[src/assert_macros.svh]
// Assertion macros used by the RTL of the key/value command-line parser.
`ifndef ASSERT_MACROS_SVH
`define ASSERT_MACROS_SVH
`ifndef SYNTHESIS
`define ASSERT_IMPLIES(label, clk, rst, a, b) \
  label: assert property (@(posedge clk) disable iff (rst) (a) |-> (b)) \
    else $error("assertion failed");
`define ASSERT_NEXT(label, clk, rst, a, b) \
  label: assert property (@(posedge clk) disable iff (rst) (a) |=> (b)) \
    else $error("assertion failed");
`else
`define ASSERT_IMPLIES(label, clk, rst, a, b)
`define ASSERT_NEXT(label, clk, rst, a, b)
`endif
`endif

[src/clkvp_pkg.sv]
// Package with types, codes and constants of the key/value command-line parser.
package clkvp_pkg;

  localparam int MAX_PARAMS       = 8;
  localparam int KEY_LIMIT        = 16;
  localparam int VALUE_LIMIT      = 32;
  localparam int NAME_STORE_DEPTH = 32;
  localparam int NAME_EMIT_CAP    = 32;
  localparam int NAME_ADDR_W      = (NAME_STORE_DEPTH > 1) ? $clog2(NAME_STORE_DEPTH) : 1;
  localparam int NAME_CNT_W       = $clog2(NAME_STORE_DEPTH + 1);

  localparam logic [7:0] CH_SPACE = 8'h20;
  localparam logic [7:0] CH_TAB   = 8'h09;
  localparam logic [7:0] CH_CR    = 8'h0D;
  localparam logic [7:0] CH_LF    = 8'h0A;

  typedef enum logic [2:0] {
    KIND_NONE,
    KIND_KEY,
    KIND_VALUE,
    KIND_NAME,
    KIND_END,
    KIND_ERROR
  } kind_t;

  typedef enum logic [2:0] {
    ERR_RAW_FULL,
    ERR_NAME_FULL,
    ERR_KEY_LONG,
    ERR_VALUE_LONG,
    ERR_TIMEOUT
  } err_t;

  typedef enum logic [2:0] {
    REG_TERMINATOR,
    REG_FIELD_SEP,
    REG_PAIR_SEP,
    REG_TIMEOUT,
    REG_NAME_LIMIT,
    REG_MESSAGE_LIMIT
  } cfg_reg_t;

  typedef enum logic [2:0] {
    ST_IDLE,
    ST_EXEC,
    ST_SEND,
    ST_TRIM_RD,
    ST_TRIM_CHK,
    ST_NAME_RD,
    ST_NAME_PUT,
    ST_END
  } state_t;

  typedef struct packed {
    logic       command;
    logic [7:0] byte_in;
  } item_t;

  typedef struct packed {
    logic [2:0] kind;
    logic [2:0] param_index;
    logic [5:0] position;
    logic [7:0] char_out;
    logic [3:0] param_total;
    logic [2:0] error_code;
    logic       timed_out;
    logic       last;
  } result_t;

  function automatic logic is_ws(input logic [7:0] c);
    return (c == CH_SPACE) || (c == CH_TAB) || (c == CH_CR) || (c == CH_LF);
  endfunction

endpackage

[src/clkvp_ram.sv]
// Generic single-port-write, single-port-read RAM with registered read data.
module clkvp_ram #(
  parameter int WIDTH = 8,
  parameter int DEPTH = 32
) (
  input  logic                                          clk,
  input  logic                                          we,
  input  logic [((DEPTH > 1) ? $clog2(DEPTH) : 1)-1:0]  waddr,
  input  logic [WIDTH-1:0]                              wdata,
  input  logic                                          re,
  input  logic [((DEPTH > 1) ? $clog2(DEPTH) : 1)-1:0]  raddr,
  output logic [WIDTH-1:0]                              rdata
);

  logic [WIDTH-1:0] mem [DEPTH];

  always_ff @(posedge clk) begin
    if (we) begin
      mem[waddr] <= wdata;
    end
    if (re) begin
      rdata <= mem[raddr];
    end
  end

endmodule

[src/command_line_key_value_parser.sv]
// Top level of the key/value command-line parser with its sequencer and name store.
//
// Each input transfer is a received byte or a millisecond tick, registered
// when taken and executed in the next cycle; a key, value or error result
// then passes a send state that moves it into the output register. A
// terminator walks the name store, a RAM with registered read: a read and a
// check state for each trailing whitespace character trimmed and for the last
// name character checked, if any is left, a read and a put state for each
// name character sent, then an end state for the end item, each send also
// waiting while the result side stalls. The input side stalls while an item
// is being worked on, and configuration writes are taken only while it does not.
`include "assert_macros.svh"

module command_line_key_value_parser
  import clkvp_pkg::*;
(
  input  logic        clk,
  input  logic        rst,
  input  logic        item_valid,
  output logic        item_stall,
  input  item_t       item,
  output logic        result_valid,
  input  logic        result_stall,
  output result_t     result,
  input  logic        cfg_valid,
  output logic        cfg_ready,
  input  logic [2:0]  cfg_index,
  input  logic [31:0] cfg_data
);

  state_t state, state_next;
  item_t  item_q;

  logic [7:0]  terminator_char, field_separator_char, pair_separator_char;
  logic [31:0] timeout_ticks;
  logic [5:0]  name_limit;
  logic [7:0]  message_limit;

  logic                  reading, reading_next;
  logic                  in_name_part, in_name_part_next;
  logic                  in_key_part, in_key_part_next;
  logic [3:0]            param_count, param_count_next;
  logic [7:0]            raw_length, raw_length_next;
  logic [7:0]            name_part_length, name_part_length_next;
  logic [NAME_CNT_W-1:0] name_stored_count, name_stored_count_next;
  logic [5:0]            key_length, key_length_next;
  logic [5:0]            value_length, value_length_next;
  logic [31:0]           silence_ticks, silence_ticks_next;
  logic                  timeout_flag, timeout_flag_next;

  result_t pend, pend_next;
  logic    has_item, is_term;
  logic [5:0] len_calc, name_len, name_idx;

  logic                   ram_we, ram_re;
  logic [NAME_ADDR_W-1:0] ram_raddr;
  logic [7:0]             ram_rdata;

  logic    item_acc, out_free, load_result;
  result_t result_next;

  assign item_acc   = item_valid && !item_stall;
  assign item_stall = (state != ST_IDLE);
  assign cfg_ready  = (state == ST_IDLE);
  assign out_free   = !result_valid || !result_stall;

  clkvp_ram #(
    .WIDTH(8),
    .DEPTH(NAME_STORE_DEPTH)
  ) u_name_store (
    .clk   (clk),
    .we    (ram_we && (state == ST_EXEC)),
    .waddr (name_stored_count_next[NAME_ADDR_W-1:0] - NAME_ADDR_W'(1)),
    .wdata (item_q.byte_in),
    .re    (ram_re),
    .raddr (ram_raddr),
    .rdata (ram_rdata)
  );

  always_comb begin
    logic                  timeout_hit;
    logic [7:0]            c;
    logic [7:0]            raw_cur, npl_cur;
    logic [NAME_CNT_W-1:0] stored_cur;
    logic [3:0]            pc_cur;
    logic                  in_name_cur;
    logic [5:0]            lim, len;

    c           = item_q.byte_in;
    timeout_hit = (silence_ticks == '1) ? (timeout_ticks != '1)
                                         : (silence_ticks >= timeout_ticks);

    reading_next           = reading;
    in_name_part_next      = in_name_part;
    in_key_part_next       = in_key_part;
    param_count_next       = param_count;
    raw_length_next        = raw_length;
    name_part_length_next  = name_part_length;
    name_stored_count_next = name_stored_count;
    key_length_next        = key_length;
    value_length_next      = value_length;
    silence_ticks_next     = silence_ticks;
    timeout_flag_next      = timeout_flag;
    pend_next              = '0;
    has_item               = 1'b0;
    is_term                = 1'b0;
    ram_we                 = 1'b0;
    raw_cur                = raw_length;
    npl_cur                = name_part_length;
    stored_cur             = name_stored_count;
    pc_cur                 = param_count;
    in_name_cur            = in_name_part;

    lim = (name_limit == 6'd0) ? 6'd0 : name_limit - 6'd1;
    len = 6'(name_stored_count);
    if (len > lim) begin
      len = lim;
    end
    if (len > 6'(NAME_EMIT_CAP)) begin
      len = 6'(NAME_EMIT_CAP);
    end
    len_calc = len;

    if (item_q.command) begin
      if (silence_ticks != '1) begin
        silence_ticks_next = silence_ticks + 32'd1;
      end
      if (reading && timeout_hit) begin
        timeout_flag_next    = 1'b1;
        reading_next         = 1'b0;
        has_item             = 1'b1;
        pend_next.kind       = KIND_ERROR;
        pend_next.error_code = ERR_TIMEOUT;
        pend_next.timed_out  = 1'b1;
        pend_next.last       = 1'b1;
      end
    end else begin
      silence_ticks_next = '0;
      if (!reading) begin
        reading_next      = 1'b1;
        timeout_flag_next = 1'b0;
        in_name_cur       = 1'b1;
        raw_cur           = '0;
        npl_cur           = '0;
        stored_cur        = '0;
        pc_cur            = '0;
      end
      in_name_part_next      = in_name_cur;
      raw_length_next        = raw_cur;
      name_part_length_next  = npl_cur;
      name_stored_count_next = stored_cur;
      param_count_next       = pc_cur;
      pend_next.timed_out    = timeout_flag_next;
      pend_next.last         = 1'b1;
      pend_next.param_index  = 3'(pc_cur - 4'd1);

      if (raw_cur >= message_limit) begin
        reading_next         = 1'b0;
        has_item             = 1'b1;
        pend_next.kind       = KIND_ERROR;
        pend_next.error_code = ERR_RAW_FULL;
        pend_next.param_index = '0;
      end else begin
        raw_length_next = raw_cur + 8'd1;
        if (c == terminator_char) begin
          reading_next = 1'b0;
          is_term      = 1'b1;
          if (!reading) begin
            len_calc = '0;
          end
        end else if (c == field_separator_char) begin
          if (pc_cur < 4'(MAX_PARAMS)) begin
            param_count_next  = pc_cur + 4'd1;
            key_length_next   = '0;
            value_length_next = '0;
          end
          in_name_part_next = 1'b0;
          in_key_part_next  = 1'b1;
        end else if (c == pair_separator_char) begin
          in_key_part_next = 1'b0;
        end else if (in_name_cur) begin
          if (npl_cur >= message_limit) begin
            reading_next          = 1'b0;
            has_item              = 1'b1;
            pend_next.kind        = KIND_ERROR;
            pend_next.error_code  = ERR_NAME_FULL;
            pend_next.param_index = '0;
          end else begin
            name_part_length_next = npl_cur + 8'd1;
            if (!(stored_cur == '0 && is_ws(c)) &&
                stored_cur < NAME_CNT_W'(NAME_STORE_DEPTH)) begin
              ram_we                 = 1'b1;
              name_stored_count_next = stored_cur + NAME_CNT_W'(1);
            end
          end
        end else if (pc_cur != 4'd0) begin
          has_item = 1'b1;
          if (in_key_part) begin
            if (key_length >= 6'(KEY_LIMIT)) begin
              reading_next          = 1'b0;
              pend_next.kind        = KIND_ERROR;
              pend_next.error_code  = ERR_KEY_LONG;
              pend_next.param_index = '0;
            end else begin
              pend_next.kind     = KIND_KEY;
              pend_next.position = key_length;
              pend_next.char_out = c;
              key_length_next    = key_length + 6'd1;
            end
          end else begin
            if (value_length >= 6'(VALUE_LIMIT)) begin
              reading_next          = 1'b0;
              pend_next.kind        = KIND_ERROR;
              pend_next.error_code  = ERR_VALUE_LONG;
              pend_next.param_index = '0;
            end else begin
              pend_next.kind     = KIND_VALUE;
              pend_next.position = value_length;
              pend_next.char_out = c;
              value_length_next  = value_length + 6'd1;
            end
          end
        end
      end
    end
    if (!has_item) begin
      pend_next = '0;
    end
  end

  always_comb begin
    state_next = state;
    unique case (state)
      ST_IDLE: begin
        if (item_acc) begin
          state_next = ST_EXEC;
        end
      end
      ST_EXEC: begin
        priority if (has_item) begin
          state_next = ST_SEND;
        end else if (is_term) begin
          state_next = (len_calc == 6'd0) ? ST_END : ST_TRIM_RD;
        end else begin
          state_next = ST_IDLE;
        end
      end
      ST_SEND: begin
        if (out_free) begin
          state_next = ST_IDLE;
        end
      end
      ST_TRIM_RD: begin
        state_next = ST_TRIM_CHK;
      end
      ST_TRIM_CHK: begin
        priority if (is_ws(ram_rdata)) begin
          state_next = (name_len == 6'd1) ? ST_END : ST_TRIM_RD;
        end else begin
          state_next = ST_NAME_RD;
        end
      end
      ST_NAME_RD: begin
        state_next = ST_NAME_PUT;
      end
      ST_NAME_PUT: begin
        if (out_free) begin
          state_next = (name_idx + 6'd1 == name_len) ? ST_END : ST_NAME_RD;
        end
      end
      ST_END: begin
        if (out_free) begin
          state_next = ST_IDLE;
        end
      end
      default: state_next = ST_IDLE;
    endcase
  end

  always_comb begin
    ram_re      = 1'b0;
    ram_raddr   = name_idx[NAME_ADDR_W-1:0];
    load_result = 1'b0;
    result_next = '0;
    unique case (state)
      ST_SEND: begin
        load_result = out_free;
        result_next = pend;
      end
      ST_TRIM_RD: begin
        ram_re    = 1'b1;
        ram_raddr = NAME_ADDR_W'(name_len - 6'd1);
      end
      ST_NAME_RD: begin
        ram_re = 1'b1;
      end
      ST_NAME_PUT: begin
        load_result          = out_free;
        result_next.kind     = KIND_NAME;
        result_next.position = name_idx;
        result_next.char_out = ram_rdata;
        result_next.timed_out = timeout_flag;
      end
      ST_END: begin
        load_result             = out_free;
        result_next.kind        = KIND_END;
        result_next.param_total = param_count;
        result_next.timed_out   = timeout_flag;
        result_next.last        = 1'b1;
      end
      default: begin
      end
    endcase
  end

  always_ff @(posedge clk) begin
    if (rst) begin
      state                <= ST_IDLE;
      terminator_char      <= 8'd59;
      field_separator_char <= 8'd58;
      pair_separator_char  <= 8'd61;
      timeout_ticks        <= 32'd1000;
      name_limit           <= 6'd16;
      message_limit        <= 8'd64;
      reading              <= 1'b0;
      in_name_part         <= 1'b0;
      in_key_part          <= 1'b0;
      param_count          <= '0;
      raw_length           <= '0;
      name_part_length     <= '0;
      name_stored_count    <= '0;
      key_length           <= '0;
      value_length         <= '0;
      silence_ticks        <= '0;
      timeout_flag         <= 1'b0;
      result_valid         <= 1'b0;
    end else begin
      state <= state_next;
      if (cfg_valid && cfg_ready) begin
        case (cfg_index)
          REG_TERMINATOR:    terminator_char      <= cfg_data[7:0];
          REG_FIELD_SEP:     field_separator_char <= cfg_data[7:0];
          REG_PAIR_SEP:      pair_separator_char  <= cfg_data[7:0];
          REG_TIMEOUT:       timeout_ticks        <= cfg_data;
          REG_NAME_LIMIT:    name_limit           <= cfg_data[5:0];
          REG_MESSAGE_LIMIT: message_limit        <= cfg_data[7:0];
          default: begin
          end
        endcase
      end
      if (state == ST_EXEC) begin
        reading           <= reading_next;
        in_name_part      <= in_name_part_next;
        in_key_part       <= in_key_part_next;
        param_count       <= param_count_next;
        raw_length        <= raw_length_next;
        name_part_length  <= name_part_length_next;
        name_stored_count <= name_stored_count_next;
        key_length        <= key_length_next;
        value_length      <= value_length_next;
        silence_ticks     <= silence_ticks_next;
        timeout_flag      <= timeout_flag_next;
      end
      if (load_result) begin
        result_valid <= 1'b1;
      end else if (!result_stall) begin
        result_valid <= 1'b0;
      end
    end
  end

  always_ff @(posedge clk) begin
    if (item_acc) begin
      item_q <= item;
    end
    if (state == ST_EXEC) begin
      pend     <= pend_next;
      name_len <= len_calc;
      name_idx <= '0;
    end
    if (state == ST_TRIM_CHK && is_ws(ram_rdata)) begin
      name_len <= name_len - 6'd1;
    end
    if (state == ST_NAME_PUT && out_free) begin
      name_idx <= name_idx + 6'd1;
    end
    if (load_result) begin
      result <= result_next;
    end
  end

  `ASSERT_NEXT(a_accept_exec, clk, rst, item_acc, state == ST_EXEC)
  `ASSERT_IMPLIES(a_name_in_range, clk, rst, state == ST_NAME_PUT,
                  name_idx < name_len && name_len <= 6'(NAME_EMIT_CAP))
  `ASSERT_IMPLIES(a_error_last, clk, rst,
                  result_valid && result.kind == KIND_ERROR, result.last)
  `ASSERT_IMPLIES(a_name_not_last, clk, rst,
                  result_valid && result.kind == KIND_NAME, !result.last)

endmodule

[config.mk]
export PLATFORM = sky130hd
export DESIGN_NAME = command_line_key_value_parser
export DESIGN_NICKNAME = d
export VERILOG_FILES = /design/src/clkvp_pkg.sv /design/src/clkvp_ram.sv /design/src/command_line_key_value_parser.sv
export VERILOG_INCLUDE_DIRS = /design/src /design/src/src
export SDC_FILE = /design/constraint.sdc
export NUM_CORES = 1
export LEC_CHECK = 0
export BUFFER_PORTS_ARGS = -buffer_cell sky130_fd_sc_hd__clkbuf_2
export CAP_MARGIN = 40
export CORE_ASPECT_RATIO = 1.75
export CORE_MARGIN = 2
export CORE_UTILIZATION = 25
export CTS_CLUSTER_SIZE = 24
export DETAILED_ROUTE_END_ITERATION = 12
export SLEW_MARGIN = 0
export SYNTH_ARGS = -nofsm -noshare
export SYNTH_HDL_FRONTEND = slang
export SYNTH_SLANG_ARGS = --single-unit
[constraint.sdc]
create_clock -name clk -period 7.2 [get_ports clk]
set_input_delay 1.44 -clock clk [delete_from_list [all_inputs] [get_ports clk]]
set_output_delay 1.44 -clock clk [all_outputs]
set_load 0.02 [all_outputs]
---- Word-level counts from Yosys, hierarchy flattened ----
Memory sizes are Yosys's and may differ from the RTL's. A register that Yosys moved wholly into a read port is not among the register bits.
Cells that the tools add are included.
operators by class
  bitwise operators ....................... 5
  eq/ne operators ......................... 40
  order comparisons ....................... 9
  reduce and logical (&&, ||, !) cells .... 50
  mux-type cells .......................... 147
  add/sub/neg operators ................... 12
operators by type and width
  cell                                            count
  2-to-1 mux 6 bit                                36
  2-to-1 mux 20 bit                               5
  2-to-1 mux 8 bit                                11
  2-to-1 mux 32 bit                               2
  inequality test 32 bit (second input constant)  2
  2-to-1 mux 3 bit                                21
  2-to-1 mux 1 bit                                50
  == test 8 x 4 -> 1 bit (second input constant)  6
  2-to-1 mux 14 bit                               3
  adder 32 x 1 -> 32 bit (second input constant)  1
  == test 32 bit (second input constant)          1
  greater-or-equal comparator 32 bit              1
  one-hot mux 14 bit (2 select lines)             1
  adder 6 x 1 -> 6 bit (second input constant)    4
  == test 8 bit                                   3
  2-to-1 mux 4 bit                                6
  one-hot mux 3 bit (7 select lines)              1
  2-to-1 mux 5 bit                                4
  AND reduction 10 bit                            2
  == test 3 bit (second input constant)           6
  logical NOT 6 bit                               3
  AND reduction 2 bit                             9
  adder 8 x 1 -> 8 bit (second input constant)    2
  == test 8 x 6 -> 1 bit (second input constant)  2
  other kinds (34)                                81
word-level totals
  bits in writable memories ............... 256
  memories ................................ 1
  word-level logic and storage cells ...... 304
  register bits after elaboration ......... 227
  input port bits ......................... 49
  output and inout port bits .............. 32
memories
  name              words  bits a word  read ports  clocked after Yosys merged registers in  wr ports  RTL line         source
  u_name_store.mem  32     8            1           1                                        1         clkvp_ram.sv:15  logic [WIDTH-1:0] mem [DEPTH];

---- Logic depth before layout (Yosys ltp) ----
Gate-level depths: netlist of run 1.
  word-level depth ........................ 18
  depth in mapped cells ................... 15
  gate-level depth less buffers ........... 15

---- By module ----
Synthesis of run 1 repeated with hierarchy kept, for this count alone.
second synthesis, totals
  cells, all modules ...................... 1,730
  area, all modules ....................... 22,086.2 µm²
modules (own cells, without submodules)
  module                         cells each  area an instance (µm²)  instances  sequential area each (µm²)
  command_line_key_value_parser  1,313       11,952.7                1          5,215.0
  clkvp_ram                      417         10,133.5                1          7,927.6

---- Least setup slack after synthesis of run 1 ----
No wires, ideal clock.
  path kind ............................... register to register
  start point ............................. register reading
  end point ............................... memory u_name_store.mem[11][0], enable pin
  data arrival time ....................... 3.986 ns
  required time ........................... 6.817 ns
  path slack .............................. 2.831 ns
  library setup time ...................... 0.383 ns
  stages on the path, launching flop included .. 16
  buffers on the path ..................... 5
  clock period less this slack ............ 4.369 ns
  cell sequence ........................... dfxtp_1 clkbuf_1 clkbuf_1 clkbuf_1 and2_1 ha_1 a211oi_1 o21ai_0 a21oi_1 and4_1 buf_2 a211oi_1 a221oi_4 xnor2_2 buf_6 nor3_1
on the way
  word-level cells in the longest chain between the ends .. 17
  elaborated cells between the ends (all ways) .. 36
  those cells by class .................... 2 x add/sub; 3 x order compare; 26 x mux; 5 x reduce/logical
RTL lines
  element                                                                      RTL line                              source
  start: declaration                                                           command_line_key_value_parser.sv:39   logic reading, reading_next;
  start signal: assignment                                                     command_line_key_value_parser.sv:352  reading <= reading_next;
  parallel branches: the longest is 17 deep, another holds < comparator 6 bit  -
  end: declaration                                                             clkvp_ram.sv:15
Parallel ways; which one is timed is not known. The select of a mux whose other input is x is not followed.

---- Worst setup path after layout of run 1 ----
  start point ............................. register reading
  end point ............................... memory u_name_store.mem[26][0], enable pin
Same word-level chain as after synthesis.

==> summary.txt, run 1 <==
Run status
  – Outcome: finished clean

Global route
  – GRT overflow: 0
  – Met3 usage: 1.554%
  – Pin count of the biggest net entering global routing: 71
  – GRT Max-Usage Layer: met2
  – Overall routing resource usage: 13.45%
  – M2 GR Usage: 26.18%
  – Met1 GRT Util: 13.17%
  – Vias in the first global route: 15330
  – Antenna violations before repair: 1
  – First-pass GRT wire length: 93.30 mm

Clock network
  – Clock Tree Buf Depth: 3
  – CTS Buf Count: 44
  – Clock latency on the worst-skew pair: 610 ps
  – CTS root buf: clkbuf_16
  – Setup bufs post-CTS: 0
  – Post-cts sizing count: 0
  – Htree depth: 2
  – Num Clock Sinks: 487
  – Hold Buf Count CTS: 0
  – CTS tree: done
  – Reg clk slew, reported paths: 70 ps

Setup path
  – CP Buf/Inv Count: 2
  – Critical path startpoint category: flip-flop
  – R2r worst-path depth: 12
  – CP top delay family: compound AO/OA/AOI/OAI gates
  – Crit path DAT: 5140 ps
  – CP Depth: 12
  – CP cell instances: buf_4, nand2_1, ha_1, nand2b_1, a2111oi_0, o31a_1, and3_1, a211oi_1, a221oi_4, xnor2_2, nor3_1, buf_2
  – Slowest stage delay, CP: 600 ps
  – CP required: 7480 ps
  – Crit-path max FO: 24
  – Worst setup path class: reg -> reg
  – Setup crit end kind: flip-flop
  – Slowest cell on the critical path: dfxtp_1

Synth
  – Register area share after synthesis: 59.30%
  – Async SR Flop Fraction: 0%
  – Top-count cell post-synth: edfxtp_1
  – Leading area contributor after synthesis: edfxtp_1
  – Synth cell count leaders: edfxtp_1, nor2_1, dfxtp_1
  – Number of distinct library cells after synthesis: 68
  – Top_reg_cell synth: edfxtp_1
  – Synth Warn #: 0
  – Synth top area share: 45.93%
  – Post-synth EDFFs: 339
  – Yosys reg bits: 487
  – Syn nets: 1899
  – Synthesized cell area: 22160 sq um
  – Area contributors post-synth: edfxtp_1, dfxtp_1, mux4_2
  – Avg Inst Size Synth: 12.44 sq um
  – Syn Inst Count: 1781

Power
  – Peak supply drop: 0.0001830 V
  – Tot Pwr: 5.861 mW
  – Pwr per Cell Area: 228.4 nW/um^2
  – Sw power: 1.412 mW
  – Pint: 4.449 mW
  – Flop pwr share: 52.7%
  – Switching Fraction: 24.09%
  – Clock power frac: 39.5%
  – Leak pwr: 8.965 nW
  – Logic pwr share: 7.7%

Job
  – Max-Cap Viols: 0

Route
  – DR iter-0 viols: 999
  – Via Count: 14678
  – Via density: 4.747
  – WL final: 61.80 mm
  – 1st-pass router iterations: 5
  – Post-route ant nets: 0
  – WL per Instance: 19.99 um
  – Residual DRC: 0

Cells and area
  – Area Growth Syn to Fin: 15.79%
  – # diodes: 0
  – Net count, final: 2010
  – Layout cell share with drive strength beyond 1: 16.16%

Timing
  – Fin Hold WS: 475.6 ps
  – Max Fclk: 205.9 MHz
  – Slew Limit Headroom: 39.61%
  – Setup violations, final: 0
  – RSZ-0062 raised after global routing: false
  – Final Hold Viols: 0
  – Fin Clk Skew: 46.27 ps
  – Final Critical Period: 4858 ps
  – Worst Tran Pin Value: 905.9 ps
  – Final TNS setup: 0 ps
  – Final Max Slew Viols: 0
  – Fraction of the cycle the final worst path needs: 67.47%

Floorplanning
  – Die ar.: 91140 sq um
  – CORE AREA: 87920 sq um
  – Chip Width: 229.1 um
  – Io pins: 81
  – Num rows: 144
  – Die Y: 397.9 um
  – Initial Util: 25.20%

Worst hold path
  – Hold Path Class: reg -> reg
  – Hold Path Stages: 1

Place
  – GP Congestion: 0.9652
  – Hpwl dp: 45.92 mm
  – PortBufs: 80
worst reg2reg max path: cells and delay by family (launching register included):
kind | cells | cell delay (ps)
buffers and inverters | 2 | 670
flip-flops | 1 | 600
XOR/XNOR | 1 | 340
AO/OA/AOI/OAI | 4 | 1490
adder cells (fa/ha/maj) | 1 | 280
AND/OR/NAND/NOR | 4 | 1180
power by group through the flow:
stage	clock [mW]	combinational (mW)	sequential [mW]
floorplan	0	0.281	3.14
global placement	0	0.438	3.15
detailed placement	0	0.453	3.15
CTS	2.37	0.455	3.09
global route	2.47	0.487	3.09
finish	2.32	0.453	3.09
layout by cell type, fill, tap and decap left out, types with 41 or more instances in the layout:
master,synthesis,layout
a21oi_1,97,92
clkbuf_16,0,44
clkbuf_2,2,80
dfxtp_1,148,148
edfxtp_1,339,339
ha_1,69,69
inv_1,70,70
mux2i_1,60,60
mux4_2,64,64
nand2_1,147,147
nand4_1,41,41
nor2_1,172,172
xor2_1,55,55
logic make-up (layout without fill, tap and decap cells):
family          Yosys count  count (layout)  share of synthesized area, %
mux                     145             145                         10.28
simple gates            592             592                         13.09
buf+inv                 146             289                         2.620
fa+ha+maj                69              69                         3.896
other cells               1               1                       0.01692
flops                   487             487                         59.30
xor+xnor                 82              82                         3.275
compound gates          259             259                         7.520
state kept, by name, indices dropped and copies added, names as in the netlist, 9 cells and up:
register	count
item_q	9
timeout_ticks	32
u_name_store.mem	256
pend	25
result	29
silence_ticks	32
through the flow:
step / utilization [%] / instances / setup WS (ps) / instance area, sq um
3_5_place_dp: 27.57 / 3012 / 2445 / 24240
3_3_place_gp: 27.25 / 2978 / 2169 / 23960
6_report: 29.18 / 3092 / 2342 / 25660
2_1_floorplan: - / 1781 / 2831 / 22160
5_1_grt: 29.18 / 3092 / 1972 / 25660
4_1_cts: 29.17 / 3090 / 2412 / 25640
final timing paths:
path | startpoint | slack [ps] | endpoint
setup / recovery | reading$_SDFFE_PP0P_ | 2340 | u_name_store.mem[26][0]$_DFFE_PP_
hold / removal | message_limit[6]$_SDFFE_PP1P_ | 480 | message_limit[6]$_SDFFE_PP1P_
setup reg to reg | reading$_SDFFE_PP0P_ | 2340 | u_name_store.mem[26][0]$_DFFE_PP_
hold reg to reg | message_limit[6]$_SDFFE_PP1P_ | 480 | message_limit[6]$_SDFFE_PP1P_
per-layer routing:
layer  share of wire (%)  wire length, um
met5                   0                0
met3                 3.3             2051
met1                  35            21500
met4                 7.3             4526
met2                  55            33730
final cells by class:
cell class / instances / area [sq um]
clock buffers: 54 / 1170
repair buffers: 141 / 892.1
multi-input cells: 1148 / 8493
fillers: 8996 / 62260
flip-flops and latches: 487 / 13140
clock inverters: 24 / 237.7
inverters: 70 / 262.8
well taps: 1168 / 1461
Power figures use the tool's default switching activity.
==> run 2, diff against run 1 <==
--- a/config.mk
+++ b/config.mk
@@ -6,6 +6,7 @@
 export SDC_FILE = /design/constraint.sdc
 export NUM_CORES = 1
 export LEC_CHECK = 0
+export ABC_AREA = 1
 export BUFFER_PORTS_ARGS = -buffer_cell sky130_fd_sc_hd__clkbuf_2
 export CAP_MARGIN = 40
 export CORE_ASPECT_RATIO = 1.75
==> constraint.sdc (replaced) <==
create_clock -name clk -period 4.9 [get_ports clk]
set_input_delay 0.98 -clock clk [delete_from_list [all_inputs] [get_ports clk]]
set_output_delay 0.98 -clock clk [all_outputs]
set_load 0.02 [all_outputs]
==> summary.txt, run 2 <==
Run status
  – Outcome: finished clean

Clock network
  – Clock Tree Buf Depth: 3
  – Clock latency on the worst-skew pair: 590 ps
  – Reg clk slew, reported paths: 80 ps
  – CTS Buf Count: 45
  – Htree depth: 2
  – CTS tree: done
  – CTS root buf: clkbuf_16
  – Hold Buf Count CTS: 0
  – Post-cts sizing count: 0
  – Num Clock Sinks: 487
  – Setup bufs post-CTS: 0

Worst hold path
  – Worst hold start: key_length[5]$_SDFFE_PP0P_
  – Hold Path Class: reg -> reg

Route
  – Via Count: 17134
  – WL per Instance: 17.86 um
  – Post-route ant nets: 0
  – WL final: 65.32 mm
  – Residual DRC: 0
  – 1st-pass router iterations: 7
  – DR iter-0 viols: 1254
  – Via density: 4.684

Setup path
  – Setup crit end kind: flip-flop
  – CP required: 5120 ps
  – Crit path DAT: 4520 ps
  – Critical path startpoint category: flip-flop
  – Worst setup path class: reg -> reg
  – Crit-path max FO: 18
  – Critical Path Start: reading$_SDFFE_PP0P_
  – R2r startpoint: reading$_SDFFE_PP0P_

Timing
  – Max Fclk: 232.6 MHz
  – Worst Tran Pin Value: 815.0 ps
  – Fraction of the cycle the final worst path needs: 87.74%
  – Final Hold Viols: 0
  – Final Critical Period: 4299 ps
  – Fin Hold WS: 463.7 ps
  – Slew Limit Headroom: 44.90%
  – Fin Clk Skew: 36.15 ps
  – Setup violations, final: 0
  – Final TNS setup: 0 ps
  – RSZ-0062 raised after global routing: false
  – Final Max Slew Viols: 0

Global route
  – GRT overflow: 0
  – Vias in the first global route: 17119
  – Pin count of the biggest net entering global routing: 128
  – First-pass GRT wire length: 98.11 mm
  – Antenna violations before repair: 0
  – Overall routing resource usage: 13.85%

Place
  – PortBufs: 80
  – Hpwl dp: 47.22 mm
  – GP Congestion: 0.9233
  – Dpl cells: 3577

Cells and area
  – Net count, final: 2566
  – Leading cell type in the layout, fill and taps excluded: edfxtp_1
  – Largest Register: u_name_store.mem
  – Biggest regs: u_name_store.mem x256, silence_ticks x32, timeout_ticks x32
  – Final Core Density: 29.06%
  – Most frequent cells in the layout: edfxtp_1, nand2_1, nor2_1, o21ai_0, inv_1
  – # diodes: 0
  – Fill cells: 9322
  – Max reg flops: 256
  – Layout cell share with drive strength beyond 1: 10.44%
  – Finished Layout Cells: 3658
  – Area Growth Syn to Fin: 15.32%

Floorplanning
  – Initial Util: 25.20%
  – Num rows: 145
  – Chip Width: 230.8 um
  – Die Y: 400.8 um
  – Die ar.: 92490 sq um
  – CORE AREA: 89260 sq um
  – Io pins: 81

Power
  – Clock power frac: 39.1%
  – Pint: 6.694 mW
  – Pwr per Cell Area: 347.2 nW/um^2
  – Switching Fraction: 25.67%
  – Peak supply drop: 0.0002504 V
  – Flop pwr share: 50.7%
  – Sw power: 2.312 mW
  – Leak pwr: 9.624 nW
  – Logic pwr share: 10.2%

Synth
  – Number of distinct library cells after synthesis: 48
  – Syn Inst Count: 2348
  – Area contributors post-synth: edfxtp_1, dfxtp_1, o21ai_0
  – Leading area contributor after synthesis: edfxtp_1
  – Post-synth EDFFs: 339
  – Syn nets: 2466
  – Synth Warn #: 0
  – Yosys reg bits: 487
  – Synth top area share: 45.26%
  – Async SR Flop Fraction: 0%
  – Register area share after synthesis: 58.43%
  – Synthesized cell area: 22490 sq um
  – Avg Inst Size Synth: 9.580 sq um
  – Synth cell count leaders: edfxtp_1, nand2_1, nor2_1
  – Top-count cell post-synth: edfxtp_1
  – Top_reg_cell synth: edfxtp_1

Job
  – Max-Cap Viols: 0
[run 2: cell types whose count changed after synthesis, moves of 28 or more]
cell      before  now
a21oi_1       97  148
and2_1        39    0
inv_1         70  246
mux2i_1       60    0
mux4_2        64    0
nand2_1      147  320
nand3_1       38   85
nor2_1       172  301
nor2b_1       28    0
o21ai_0       40  262
o221ai_1       1   50
xor2_1        55   10
[run 2: layout make-up]
type	instances	area, sq um	area share (%)
Inverter	267	1003	3.868
Clock buffer	63	1245	4.799
Multi-Input combinational cell	1508	8009	30.87
Clock inverter	18	205.2	0.7910
Timing Repair Buffer	139	863.3	3.328
Sequential cell	487	13140	50.67
Tap cell	1176	1471	5.672
[run 2: per-layer routing]
layer	vias up	GRT usage [%]	wire (um)
met5	-	0	0
met4	0	7.459	3552
met1	8108	13.87	23470
met3	168	1.458	2499
li1	8388	-	-
met2	470	27.42	35800
[run 2: path summary, 6_finish.rpt]
| path | end | slack, ps | cells past startpoint |
|---|---|---|---|
| worst max-delay path | u_name_store.mem[30][5]$_DFFE_PP_ | 600 | 18 |
| worst max register to register | u_name_store.mem[30][5]$_DFFE_PP_ | 600 | 18 |
| worst min-delay path | key_length[5]$_SDFFE_PP0P_ | 460 | 2 |
| worst min register to register | key_length[5]$_SDFFE_PP0P_ | 460 | 2 |
[run 2: through the flow]
stage               setup slack [ps]  area [sq um]  power (mW)
detailed placement             631.7         24490       5.576
global route                   253.8         25940       9.306
finish                         600.9         25940       9.006
CTS                            609.5         25940       9.073
floorplan                       1022         22490       5.214
global placement               736.3         24470       5.565
[run 2: kinds of logic (layout without fill, tap and decap cells)]
kind of cell / after synthesis / count (layout) / synth area share (%)
compound gates: 550 / 550 / 13.78
fa+ha+maj: 69 / 69 / 3.838
flops: 487 / 487 / 58.43
xor+xnor: 29 / 29 / 1.129
buf+inv: 353 / 487 / 6.135
other cells: 1 / 1 / 0.01667
simple gates: 859 / 859 / 16.67
[run 2: power groups by stage]
stage | Clock, mW | Combinational (mW) | Sequential [mW]
3_3_place_gp | 0 | 0.910 | 4.66
4_1_cts | 3.58 | 0.921 | 4.57
2_1_floorplan | 0 | 0.565 | 4.65
3_5_place_dp | 0 | 0.918 | 4.66
5_1_grt | 3.73 | 1.01 | 4.57
6_report | 3.52 | 0.917 | 4.57
[run 2: critical path, stage by stage (launching register included)]
cell and delay, ps:
dfxtp_1 760, buf_4 330, nand2_1 70, inv_1 70, ha_1 240, a21oi_1 130
nor2_1 50, nor2_1 80, nand3_1 170, buf_4 200, nor2_1 130, nand4_1 110
nand2_1 100, nand2_1 140, nor2_1 230, nand2_2 120, nand2_1 240, nand3_2 220
nor2_1 540
